===== config.mk =====
export PLATFORM = sky130hd
export DESIGN_NAME = frame_fifo_replacement_core
export DESIGN_NICKNAME = d
export VERILOG_FILES = /design/src/hdl/ffr_pkg.sv /design/src/hdl/ffr_frame_cell.sv /design/src/hdl/ffr_slot_cell.sv /design/src/hdl/frame_fifo_replacement_core.sv
export SDC_FILE = /design/constraint.sdc
export NUM_CORES = 2
export LEC_CHECK = 0
export BUFFER_PORTS_ARGS = -buffer_cell sky130_fd_sc_hd__buf_4
export CORE_MARGIN = 2
export CORE_UTILIZATION = 45
export DETAILED_ROUTE_END_ITERATION = 7
export GPL_TIMING_DRIVEN = 0
export SLEW_MARGIN = 20
export SYNTH_ARGS = -nofsm -noshare
export SYNTH_HDL_FRONTEND = slang
export SYNTH_HIERARCHICAL = 1
export SYNTH_SLANG_ARGS = --single-unit
export TNS_END_PERCENT = 100

===== constraint.sdc =====
create_clock -name clock -period 9.6 [get_ports clock]
set_input_delay 0 -clock clock [delete_from_list [all_inputs] [get_ports clock]]
set_output_delay 0 -clock clock [all_outputs]
set_load 0.02 [all_outputs]

===== src/hdl/ffr_pkg.sv =====
// ----------------------------------------------------------------------------
// ffr_pkg: frame allocator types and constants
// Transaction payloads, cell control group, state codes and defaults.
// ----------------------------------------------------------------------------
package ffr_pkg;

   localparam int FRAMES_DEFAULT     = 32;
   localparam int SWAP_SLOTS_DEFAULT = 64;
   localparam int AGE_WIDTH_DEFAULT  = 16;

   localparam int OWNER_WIDTH = 32;

   localparam logic KIND_ALLOC = 1'b0;

   localparam logic [1:0] STATUS_OK         = 2'd0;
   localparam logic [1:0] STATUS_NO_SWAP    = 2'd1;
   localparam logic [1:0] STATUS_ALL_PINNED = 2'd2;

   typedef struct packed {
      logic                   kind;
      logic                   pin_request;
      logic [OWNER_WIDTH-1:0] owner_tag;
      logic [5:0]             release_slot;
   } req_type;

   typedef struct packed {
      logic [4:0]             frame_index;
      logic                   evicted;
      logic [OWNER_WIDTH-1:0] evicted_owner;
      logic [5:0]             swap_slot;
      logic [1:0]             status;
      logic [5:0]             fresh_frames;
      logic [5:0]             pin_total;
      logic [6:0]             swap_used;
   } rsp_type;

   typedef struct packed {
      logic shift;
      logic take;
      logic pin;
   } cell_ctrl_type;

   typedef struct packed {
      logic used;
      logic pinned;
   } frame_flags_type;

   typedef enum logic [2:0] {
      ST_IDLE   = 3'b001,
      ST_SCAN   = 3'b010,
      ST_COMMIT = 3'b100
   } state_type;

endpackage


===== src/hdl/ffr_frame_cell.sv =====
// ----------------------------------------------------------------------------
// ffr_frame_cell: one physical frame entry of the rotating frame ring
// Holds used/pinned flags, age and owner tag; shifts from its neighbor or
// takes a new allocation.
// ----------------------------------------------------------------------------
module ffr_frame_cell #(
   parameter int AGE_WIDTH = ffr_pkg::AGE_WIDTH_DEFAULT
) (
   input  logic                              clock,
   input  logic                              reset,
   input  ffr_pkg::cell_ctrl_type            ctrl,
   input  ffr_pkg::frame_flags_type          nbr_flags,
   input  logic [AGE_WIDTH-1:0]              nbr_age,
   input  logic [ffr_pkg::OWNER_WIDTH-1:0]   nbr_owner,
   input  logic [ffr_pkg::OWNER_WIDTH-1:0]   wr_owner,
   output ffr_pkg::frame_flags_type          flags,
   output logic [AGE_WIDTH-1:0]              age,
   output logic [ffr_pkg::OWNER_WIDTH-1:0]   owner
);

   ffr_pkg::frame_flags_type        flags_ff;
   logic [AGE_WIDTH-1:0]            age_ff;
   logic [ffr_pkg::OWNER_WIDTH-1:0] owner_ff;

   always_ff @(posedge clock) begin
      if (reset) begin
         flags_ff <= '0;
         age_ff   <= '0;
      end else if (ctrl.take) begin
         flags_ff <= '{used: 1'b1, pinned: ctrl.pin};
         age_ff   <= '0;
      end else if (ctrl.shift) begin
         flags_ff <= nbr_flags;
         age_ff   <= nbr_age;
      end
   end

   always_ff @(posedge clock) begin
      if (ctrl.take) begin
         owner_ff <= wr_owner;
      end else if (ctrl.shift) begin
         owner_ff <= nbr_owner;
      end
   end

   assign flags = flags_ff;
   assign age   = age_ff;
   assign owner = owner_ff;

endmodule


===== src/hdl/ffr_slot_cell.sv =====
// ----------------------------------------------------------------------------
// ffr_slot_cell: one swap slot of the rotating slot ring
// Holds the slot's used bit; shifts from its neighbor or is marked used.
// ----------------------------------------------------------------------------
module ffr_slot_cell (
   input  logic clock,
   input  logic reset,
   input  logic shift,
   input  logic set,
   input  logic nbr,
   output logic used
);

   logic used_ff;

   always_ff @(posedge clock) begin
      if (reset) begin
         used_ff <= 1'b0;
      end else if (set) begin
         used_ff <= 1'b1;
      end else if (shift) begin
         used_ff <= nbr;
      end
   end

   assign used = used_ff;

endmodule


===== src/hdl/frame_fifo_replacement_core.sv =====
// ----------------------------------------------------------------------------
// frame_fifo_replacement_core: frame allocator with FIFO-age eviction and pinning
// A request is taken in ST_IDLE and walks the frame and swap-slot rings in ST_SCAN; ST_COMMIT
// registers the response unless a held one is stalled; req_stall blocks requests outside ST_IDLE.
// Reset: synchronous; clears frame flags, ages, swap slots and counters; owner tags stay.
// ----------------------------------------------------------------------------
module frame_fifo_replacement_core #(
   parameter int FRAMES     = ffr_pkg::FRAMES_DEFAULT,
   parameter int SWAP_SLOTS = ffr_pkg::SWAP_SLOTS_DEFAULT,
   parameter int AGE_WIDTH  = ffr_pkg::AGE_WIDTH_DEFAULT
) (
   input  logic             clock,
   input  logic             reset,
   input  logic             req_valid,
   output logic             req_stall,
   input  ffr_pkg::req_type req_data,
   output logic             rsp_valid,
   input  logic             rsp_stall,
   output ffr_pkg::rsp_type rsp_data
);

   localparam int FW       = $clog2(FRAMES);
   localparam int SW       = (SWAP_SLOTS > 1) ? $clog2(SWAP_SLOTS) : 1;
   localparam int SCAN_LEN = (FRAMES > SWAP_SLOTS) ? FRAMES : SWAP_SLOTS;
   localparam int LW       = $clog2(SCAN_LEN);
   localparam int FCW      = $clog2(FRAMES + 1);
   localparam int SCW      = $clog2(SWAP_SLOTS + 1);
   localparam int CMPW     = (SW > 6) ? SW : 6;
   localparam logic [AGE_WIDTH-1:0] AGE_MAX = {AGE_WIDTH{1'b1}};

   ffr_pkg::state_type state_ff, state_in;
   ffr_pkg::req_type   req_ff;
   ffr_pkg::rsp_type   rsp_ff, rsp_in;
   logic               rsp_valid_ff;

   logic [LW-1:0]        step_ff, step_in;
   logic                 found_ff, found_in;
   logic [FW-1:0]        fidx_ff, fidx_in;
   logic [AGE_WIDTH-1:0] best_ff, best_in;
   logic [FW-1:0]        victim_ff, victim_in;
   logic [ffr_pkg::OWNER_WIDTH-1:0] vowner_ff, vowner_in;
   logic                 have_ff, have_in;
   logic [SW-1:0]        sidx_ff, sidx_in;
   logic                 rel_hit_ff, rel_hit_in;

   logic [FCW-1:0] free_cnt_ff, free_cnt_in;
   logic [FCW-1:0] pinned_cnt_ff, pinned_cnt_in;
   logic [SCW-1:0] swap_cnt_ff, swap_cnt_in;

   ffr_pkg::frame_flags_type        cell_flags [FRAMES];
   logic [AGE_WIDTH-1:0]            cell_age   [FRAMES];
   logic [ffr_pkg::OWNER_WIDTH-1:0] cell_owner [FRAMES];
   ffr_pkg::cell_ctrl_type          frame_ctrl [FRAMES];
   logic                            slot_q     [SWAP_SLOTS];

   logic                 accept;
   logic                 do_commit;
   logic                 is_alloc;
   logic                 frame_shift;
   logic                 slot_shift;
   logic                 scanning;
   logic [FW-1:0]        frame_t;
   logic [SW-1:0]        slot_t;
   logic [AGE_WIDTH-1:0] head_age_new;
   logic                 head_slot_new;
   logic                 slot_look;
   logic                 slot_release;
   logic                 take_en;
   logic [FW-1:0]        take_idx;
   logic                 slot_set;

   assign accept      = req_valid && (state_ff == ffr_pkg::ST_IDLE);
   assign req_stall   = (state_ff != ffr_pkg::ST_IDLE);
   assign do_commit   = (state_ff == ffr_pkg::ST_COMMIT) && (!rsp_valid_ff || !rsp_stall);
   assign is_alloc    = (req_ff.kind == ffr_pkg::KIND_ALLOC);
   assign frame_t     = step_ff[FW-1:0];
   assign slot_t      = step_ff[SW-1:0];
   assign frame_shift = (state_ff == ffr_pkg::ST_SCAN) &&
                        ({1'b0, step_ff} < (LW+1)'(FRAMES));
   assign slot_shift  = (state_ff == ffr_pkg::ST_SCAN) &&
                        ({1'b0, step_ff} < (LW+1)'(SWAP_SLOTS));
   assign scanning    = frame_shift && is_alloc && !found_ff;

   // head of frame ring: age used, unpinned frames passed before the first free one
   assign head_age_new = (scanning && cell_flags[0].used && !cell_flags[0].pinned &&
                          (cell_age[0] != AGE_MAX)) ? cell_age[0] + AGE_WIDTH'(1)
                                                    : cell_age[0];

   assign slot_look     = slot_shift && is_alloc && !have_ff && !slot_q[0];
   assign slot_release  = slot_shift && !is_alloc && slot_q[0] &&
                          (CMPW'(req_ff.release_slot) == CMPW'(slot_t));
   assign head_slot_new = slot_release ? 1'b0 : slot_q[0];

   genvar k;
   generate
      for (k = 0; k < FRAMES; k++) begin : g_frame
         assign frame_ctrl[k] = '{shift: frame_shift,
                                  take:  take_en && (take_idx == FW'(k)),
                                  pin:   req_ff.pin_request};
         if (k == FRAMES - 1) begin : g_tail
            ffr_frame_cell #(.AGE_WIDTH(AGE_WIDTH)) u_cell (
               .clock     (clock),
               .reset     (reset),
               .ctrl      (frame_ctrl[k]),
               .nbr_flags (cell_flags[0]),
               .nbr_age   (head_age_new),
               .nbr_owner (cell_owner[0]),
               .wr_owner  (req_ff.owner_tag),
               .flags     (cell_flags[k]),
               .age       (cell_age[k]),
               .owner     (cell_owner[k])
            );
         end else begin : g_body
            ffr_frame_cell #(.AGE_WIDTH(AGE_WIDTH)) u_cell (
               .clock     (clock),
               .reset     (reset),
               .ctrl      (frame_ctrl[k]),
               .nbr_flags (cell_flags[k+1]),
               .nbr_age   (cell_age[k+1]),
               .nbr_owner (cell_owner[k+1]),
               .wr_owner  (req_ff.owner_tag),
               .flags     (cell_flags[k]),
               .age       (cell_age[k]),
               .owner     (cell_owner[k])
            );
         end
      end

      for (k = 0; k < SWAP_SLOTS; k++) begin : g_slot
         if (k == SWAP_SLOTS - 1) begin : g_tail
            ffr_slot_cell u_cell (
               .clock (clock),
               .reset (reset),
               .shift (slot_shift),
               .set   (slot_set && (sidx_ff == SW'(k))),
               .nbr   (head_slot_new),
               .used  (slot_q[k])
            );
         end else begin : g_body
            ffr_slot_cell u_cell (
               .clock (clock),
               .reset (reset),
               .shift (slot_shift),
               .set   (slot_set && (sidx_ff == SW'(k))),
               .nbr   (slot_q[k+1]),
               .used  (slot_q[k])
            );
         end
      end
   endgenerate

   always_comb begin
      state_in = state_ff;
      unique case (state_ff)
         ffr_pkg::ST_IDLE: begin
            if (accept) begin
               state_in = ffr_pkg::ST_SCAN;
            end
         end
         ffr_pkg::ST_SCAN: begin
            if (step_ff == LW'(SCAN_LEN - 1)) begin
               state_in = ffr_pkg::ST_COMMIT;
            end
         end
         ffr_pkg::ST_COMMIT: begin
            if (do_commit) begin
               state_in = ffr_pkg::ST_IDLE;
            end
         end
         default: state_in = ffr_pkg::ST_IDLE;
      endcase
   end

   always_comb begin
      step_in    = step_ff;
      found_in   = found_ff;
      fidx_in    = fidx_ff;
      best_in    = best_ff;
      victim_in  = victim_ff;
      vowner_in  = vowner_ff;
      have_in    = have_ff;
      sidx_in    = sidx_ff;
      rel_hit_in = rel_hit_ff;
      if (accept) begin
         step_in    = '0;
         found_in   = 1'b0;
         best_in    = '0;
         have_in    = 1'b0;
         rel_hit_in = 1'b0;
      end else if (state_ff == ffr_pkg::ST_SCAN) begin
         step_in = step_ff + LW'(1);
         if (scanning) begin
            if (!cell_flags[0].used) begin
               found_in = 1'b1;
               fidx_in  = frame_t;
            end else if (head_age_new > best_ff) begin
               best_in   = head_age_new;
               victim_in = frame_t;
               vowner_in = cell_owner[0];
            end
         end
         if (slot_look) begin
            have_in = 1'b1;
            sidx_in = slot_t;
         end
         if (slot_release) begin
            rel_hit_in = 1'b1;
         end
      end
   end

   always_comb begin
      logic take_raw;
      logic set_raw;
      logic pin_inc;
      take_raw      = 1'b0;
      set_raw       = 1'b0;
      pin_inc       = 1'b0;
      take_idx      = fidx_ff;
      free_cnt_in   = free_cnt_ff;
      pinned_cnt_in = pinned_cnt_ff;
      swap_cnt_in   = swap_cnt_ff;
      rsp_in        = '0;
      rsp_in.status = ffr_pkg::STATUS_OK;
      if (is_alloc) begin
         if (found_ff) begin
            take_raw = 1'b1;
            pin_inc  = req_ff.pin_request;
            if (free_cnt_ff != '0) begin
               free_cnt_in = free_cnt_ff - FCW'(1);
            end
            rsp_in.frame_index = 5'(fidx_ff);
         end else if (best_ff == '0) begin
            rsp_in.status = ffr_pkg::STATUS_ALL_PINNED;
         end else if (!have_ff) begin
            rsp_in.status = ffr_pkg::STATUS_NO_SWAP;
         end else begin
            take_raw = 1'b1;
            set_raw  = 1'b1;
            pin_inc  = req_ff.pin_request;
            take_idx = victim_ff;
            if (swap_cnt_ff < SCW'(SWAP_SLOTS)) begin
               swap_cnt_in = swap_cnt_ff + SCW'(1);
            end
            rsp_in.frame_index   = 5'(victim_ff);
            rsp_in.evicted       = 1'b1;
            rsp_in.evicted_owner = vowner_ff;
            rsp_in.swap_slot     = 6'(sidx_ff);
         end
      end else if (rel_hit_ff && (swap_cnt_ff != '0)) begin
         swap_cnt_in = swap_cnt_ff - SCW'(1);
      end
      if (pin_inc && (pinned_cnt_ff < FCW'(FRAMES))) begin
         pinned_cnt_in = pinned_cnt_ff + FCW'(1);
      end
      rsp_in.fresh_frames = 6'(free_cnt_in);
      rsp_in.pin_total    = 6'(pinned_cnt_in);
      rsp_in.swap_used    = 7'(swap_cnt_in);
      take_en  = do_commit && take_raw;
      slot_set = do_commit && set_raw;
   end

   always_ff @(posedge clock) begin
      if (reset) begin
         state_ff      <= ffr_pkg::ST_IDLE;
         step_ff       <= '0;
         found_ff      <= 1'b0;
         best_ff       <= '0;
         have_ff       <= 1'b0;
         rel_hit_ff    <= 1'b0;
         rsp_valid_ff  <= 1'b0;
         free_cnt_ff   <= FCW'(FRAMES);
         pinned_cnt_ff <= '0;
         swap_cnt_ff   <= '0;
      end else begin
         state_ff   <= state_in;
         step_ff    <= step_in;
         found_ff   <= found_in;
         best_ff    <= best_in;
         have_ff    <= have_in;
         rel_hit_ff <= rel_hit_in;
         if (do_commit) begin
            rsp_valid_ff  <= 1'b1;
            free_cnt_ff   <= free_cnt_in;
            pinned_cnt_ff <= pinned_cnt_in;
            swap_cnt_ff   <= swap_cnt_in;
         end else if (!rsp_stall) begin
            rsp_valid_ff <= 1'b0;
         end
      end
   end

   always_ff @(posedge clock) begin
      if (accept) begin
         req_ff <= req_data;
      end
      if (do_commit) begin
         rsp_ff <= rsp_in;
      end
      fidx_ff   <= fidx_in;
      victim_ff <= victim_in;
      vowner_ff <= vowner_in;
      sidx_ff   <= sidx_in;
   end

   assign rsp_valid = rsp_valid_ff;
   assign rsp_data  = rsp_ff;

endmodule


==> qor.csv <==
metric,value,unit
synth-compound-area-share,0.0181,
initial_core_util,0.454,
grt_pass1_wl,253000,µm
drtIter0Drc,2337,
clock_latency,0.80,ns
die-height,418,µm
drt_pass1_iterations,5,
synth_fp_nets,5280,
hold_path_class,primary input to flop,
maxCapViolations,0,
grt_use_total,0.188,
stdcell_count,8034,
drc,0,
synth-xor-area-share,0.00488,
ys_ff_latch,1865,
fmaxAchievable,209,MHz
dieArea,0.175,mm²
overflow,0,
ys_types,67,
synth_top_family_by_area,multiplexers,
dpl.hpwl,119000,µm
synth_fa_ha_area_frac,0.00389,
globalRoute.busiestLayer,met2,
crit_path_end,vowner_ff[5]$_DFFE_PP_,
whs_path_depth,4,
synth_ff_type,edfxtp_1,
vias,41100,
cts.sinks,1865,
ant_nets,0,
cts_max_path_buffers,3,
syn_inst,5212,
tns,0,ns
outcome,"finished, final reports clean",
critPathKind,flop to flop,
worst_slack,4.81,ns
rr_worst_depth,12,
crit_arrival,5.22,ns
viasPerCell,5.11,
fin_total_pwr,16700,µW
cp-startpoint,slot_t[5]$_SDFFE_PP0N_,
gp_congestion,0.800,
tightest_slew,1.12,ns
cts-root-buf,clkbuf_16,
start_kind,flop,
setup_viol,0,
syn_area,0.0771,mm²
worstPathRequired,10.03,ns
ys_async_sr_fraction,0,
cts_hold_buf,84,
ys_seq_area_frac,0.637,
cts_tree,built,
synth_edf_count,1177,
portBuffers,110,
yosysWarningCount,6,
wl_per_cell,20.7,µm
end_kind,flop,
power_density,188,mW/mm²
grt_max_degree,100,
yosys.area_share.simple,0.0659,
drive_above_1_share,0.363,
antenna_found_initial,8,
slew_violations,0,
leakagePower,0.0294,µW
areaGrowthSynthToFinish,15.2,%
min_period,4.79,ns
reg2reg_from,slot_t[5]$_SDFFE_PP0N_,
timing.rr.end,vowner_ff[5]$_DFFE_PP_,
slew-limit-headroom,0.249,
coreArea,0.170,mm²
routed_wl,167000,µm
grt_pass1_vias,43800,
nets,5731,
path_clk_slew,0.06,ns
post-route-period-util,0.499,
max-vdd-ir-drop,0.164,mV
worst_clock_skew,0.0393,ns
met3_usage,0.0305,
pre_cts_slack,4.76,ns
die_w,418,µm
ios,111,
rrSetupSlack,4.81,ns
syn_area_per_cell,14.8,µm²
final-hold-violation-count,0,
grtUsageMet2,0.341,
synth.mux.area_fraction,0.234,
crit_fanout,46,
dp_cells,7602,
use_met1,0.232,
cts_resized,0,
cts_setup_buffers,0,
cts_max_level,4,
core.rowCount,151,
cts_buffers,192,
rsz0062_at_grt,false,
[final cells by class]
class	count	area, µm²
buffer	291	2310
multi-input combinational	2918	25200
tap	2218	2780
timing repair buffer	257	2810
sequential	1865	49100
inverter	138	526
antenna	5	12.5
clock inverter	67	578
fill	14200	81100
clock buffer	275	5470
[critical path, cell delays in order, from the launching register on]
cell      delay, ns
dfxtp_1        0.37
or4b_4         0.67
nor4_1         0.61
o21ai_0        0.35
nor2_1         0.19
xor2_1         0.39
ha_1           0.35
nand4_1        0.13
nor4_1         0.07
or3_1          0.31
a31o_2         0.24
inv_1          0.09
clkbuf_4       0.61
[where the power goes]
| group | total (µW) | switching (µW) | leakage (µW) | internal [µW] |
|---|---|---|---|---|
| Combinational | 781 | 460 | 0.0101 | 321 |
| Sequential | 8780 | 90.0 | 0.0163 | 8690 |
| Clock | 7160 | 3030 | 0.00296 | 4130 |
[flip-flops by register name, indices dropped and copies added, names as in the netlist, 32 cells and up]
signal / count
rsp_data: 65
vowner_ff: 32
req_ff: 39
g_slot.g_body.u_cell/used: 63
g_frame.g_body.u_cell/age: 496
g_frame.g_body.u_cell/flags: 62
g_frame.g_body.u_cell/owner: 992
g_frame.g_tail.u_cell/owner: 32
[Yosys cell counts (all sizes together), types with 12 or more instances]
cell    number  share of area
edfxtp    1177           0.46
mux2      1030           0.15
dfxtp      688           0.18
mux2i      641          0.083
nor2       623          0.041
buf        263          0.029
inv        137         0.0067
a21oi      120         0.0078
or2         67         0.0054
nand2       60         0.0029
nor3        51         0.0035
and2        38         0.0031
nor2b       36         0.0029
a211oi      34         0.0033
clkbuf      28         0.0014
nand3       25         0.0016
ha          24         0.0039
xnor2       23         0.0026
o21ai       20         0.0013
xor2        20         0.0023
nand4       12        0.00097
[stage by stage]
stage | utilization | hold WS [ns] | cell area [µm²]
5_1_grt | 0.523 | 0.0828 | 88800
4_1_cts | 0.523 | 0.0254 | 88800
3_3_place_gp | 0.475 | 0.178 | 80700
6_report | 0.523 | 0.0872 | 88800
2_1_floorplan | - | 0.0691 | 77100
3_5_place_dp | 0.482 | 0.179 | 81900
[metal layers]
metal	wire length, µm	vias to the layer above
met1	71600	20400
met2	86000	554
met3	5230	258
li1	-	19800
met5	13	-
met4	3810	2
[worst min-delay path by stage]
stage                             from                                             end
after detailed placement   req_data[8]                             req_ff[8]$_DFFE_PP_
after global routing         rsp_stall                          rsp_valid$_SDFFE_PP0P_
after floorplan                  reset  g_frame[0].g_body.u_cell/flags[1]$_SDFFE_PP0P_
after global placement    req_data[19]                            req_ff[19]$_DFFE_PP_
final                        rsp_stall                          rsp_valid$_SDFFE_PP0P_
after CTS                    rsp_stall                          rsp_valid$_SDFFE_PP0P_
[cells by family after synthesis]
family                   after synthesis
XOR/XNOR                              43
flip-flops                          1865
AND/OR/NAND/NOR                      961
adder cells (fa/ha/maj)               24
AO/OA/AOI/OAI                        219
buffers and inverters                429
multiplexers                        1671
[placed cells by master (no fill, tap or decap), types with 12 or more instances in the layout]
| cell type | netlist | final |
|---|---|---|
| and2_1 | 38 | 38 |
| buf_4 | 64 | 173 |
| buf_8 | 32 | 75 |
| nand3_1 | 25 | 25 |
| nor2_2 | 320 | 320 |
| clkbuf_8 | 0 | 23 |
| nor3_1 | 50 | 50 |
| dlygate4sd3_1 | 0 | 84 |
| ha_1 | 24 | 24 |
| or2_1 | 32 | 32 |
| a21oi_1 | 119 | 119 |
| nand2_1 | 60 | 60 |
| o21ai_0 | 20 | 20 |
| xor2_1 | 20 | 20 |
| dfxtp_1 | 688 | 688 |
| buf_2 | 98 | 98 |
| mux2_2 | 1030 | 1030 |
| mux2i_1 | 641 | 641 |
| xnor2_1 | 23 | 23 |
| clkbuf_16 | 0 | 198 |
| nor2b_1 | 36 | 36 |
| clkinv_2 | 0 | 21 |
| inv_1 | 136 | 134 |
| clkbuf_1 | 27 | 79 |
| nor2_1 | 303 | 303 |
| clkinv_1 | 1 | 29 |
| buf_6 | 65 | 69 |
| edfxtp_1 | 1177 | 1177 |
| a211oi_1 | 34 | 34 |
| or2_2 | 35 | 35 |
| nand4_1 | 12 | 12 |
| buf_16 | 0 | 16 |
(Power assumes the default switching activity.)
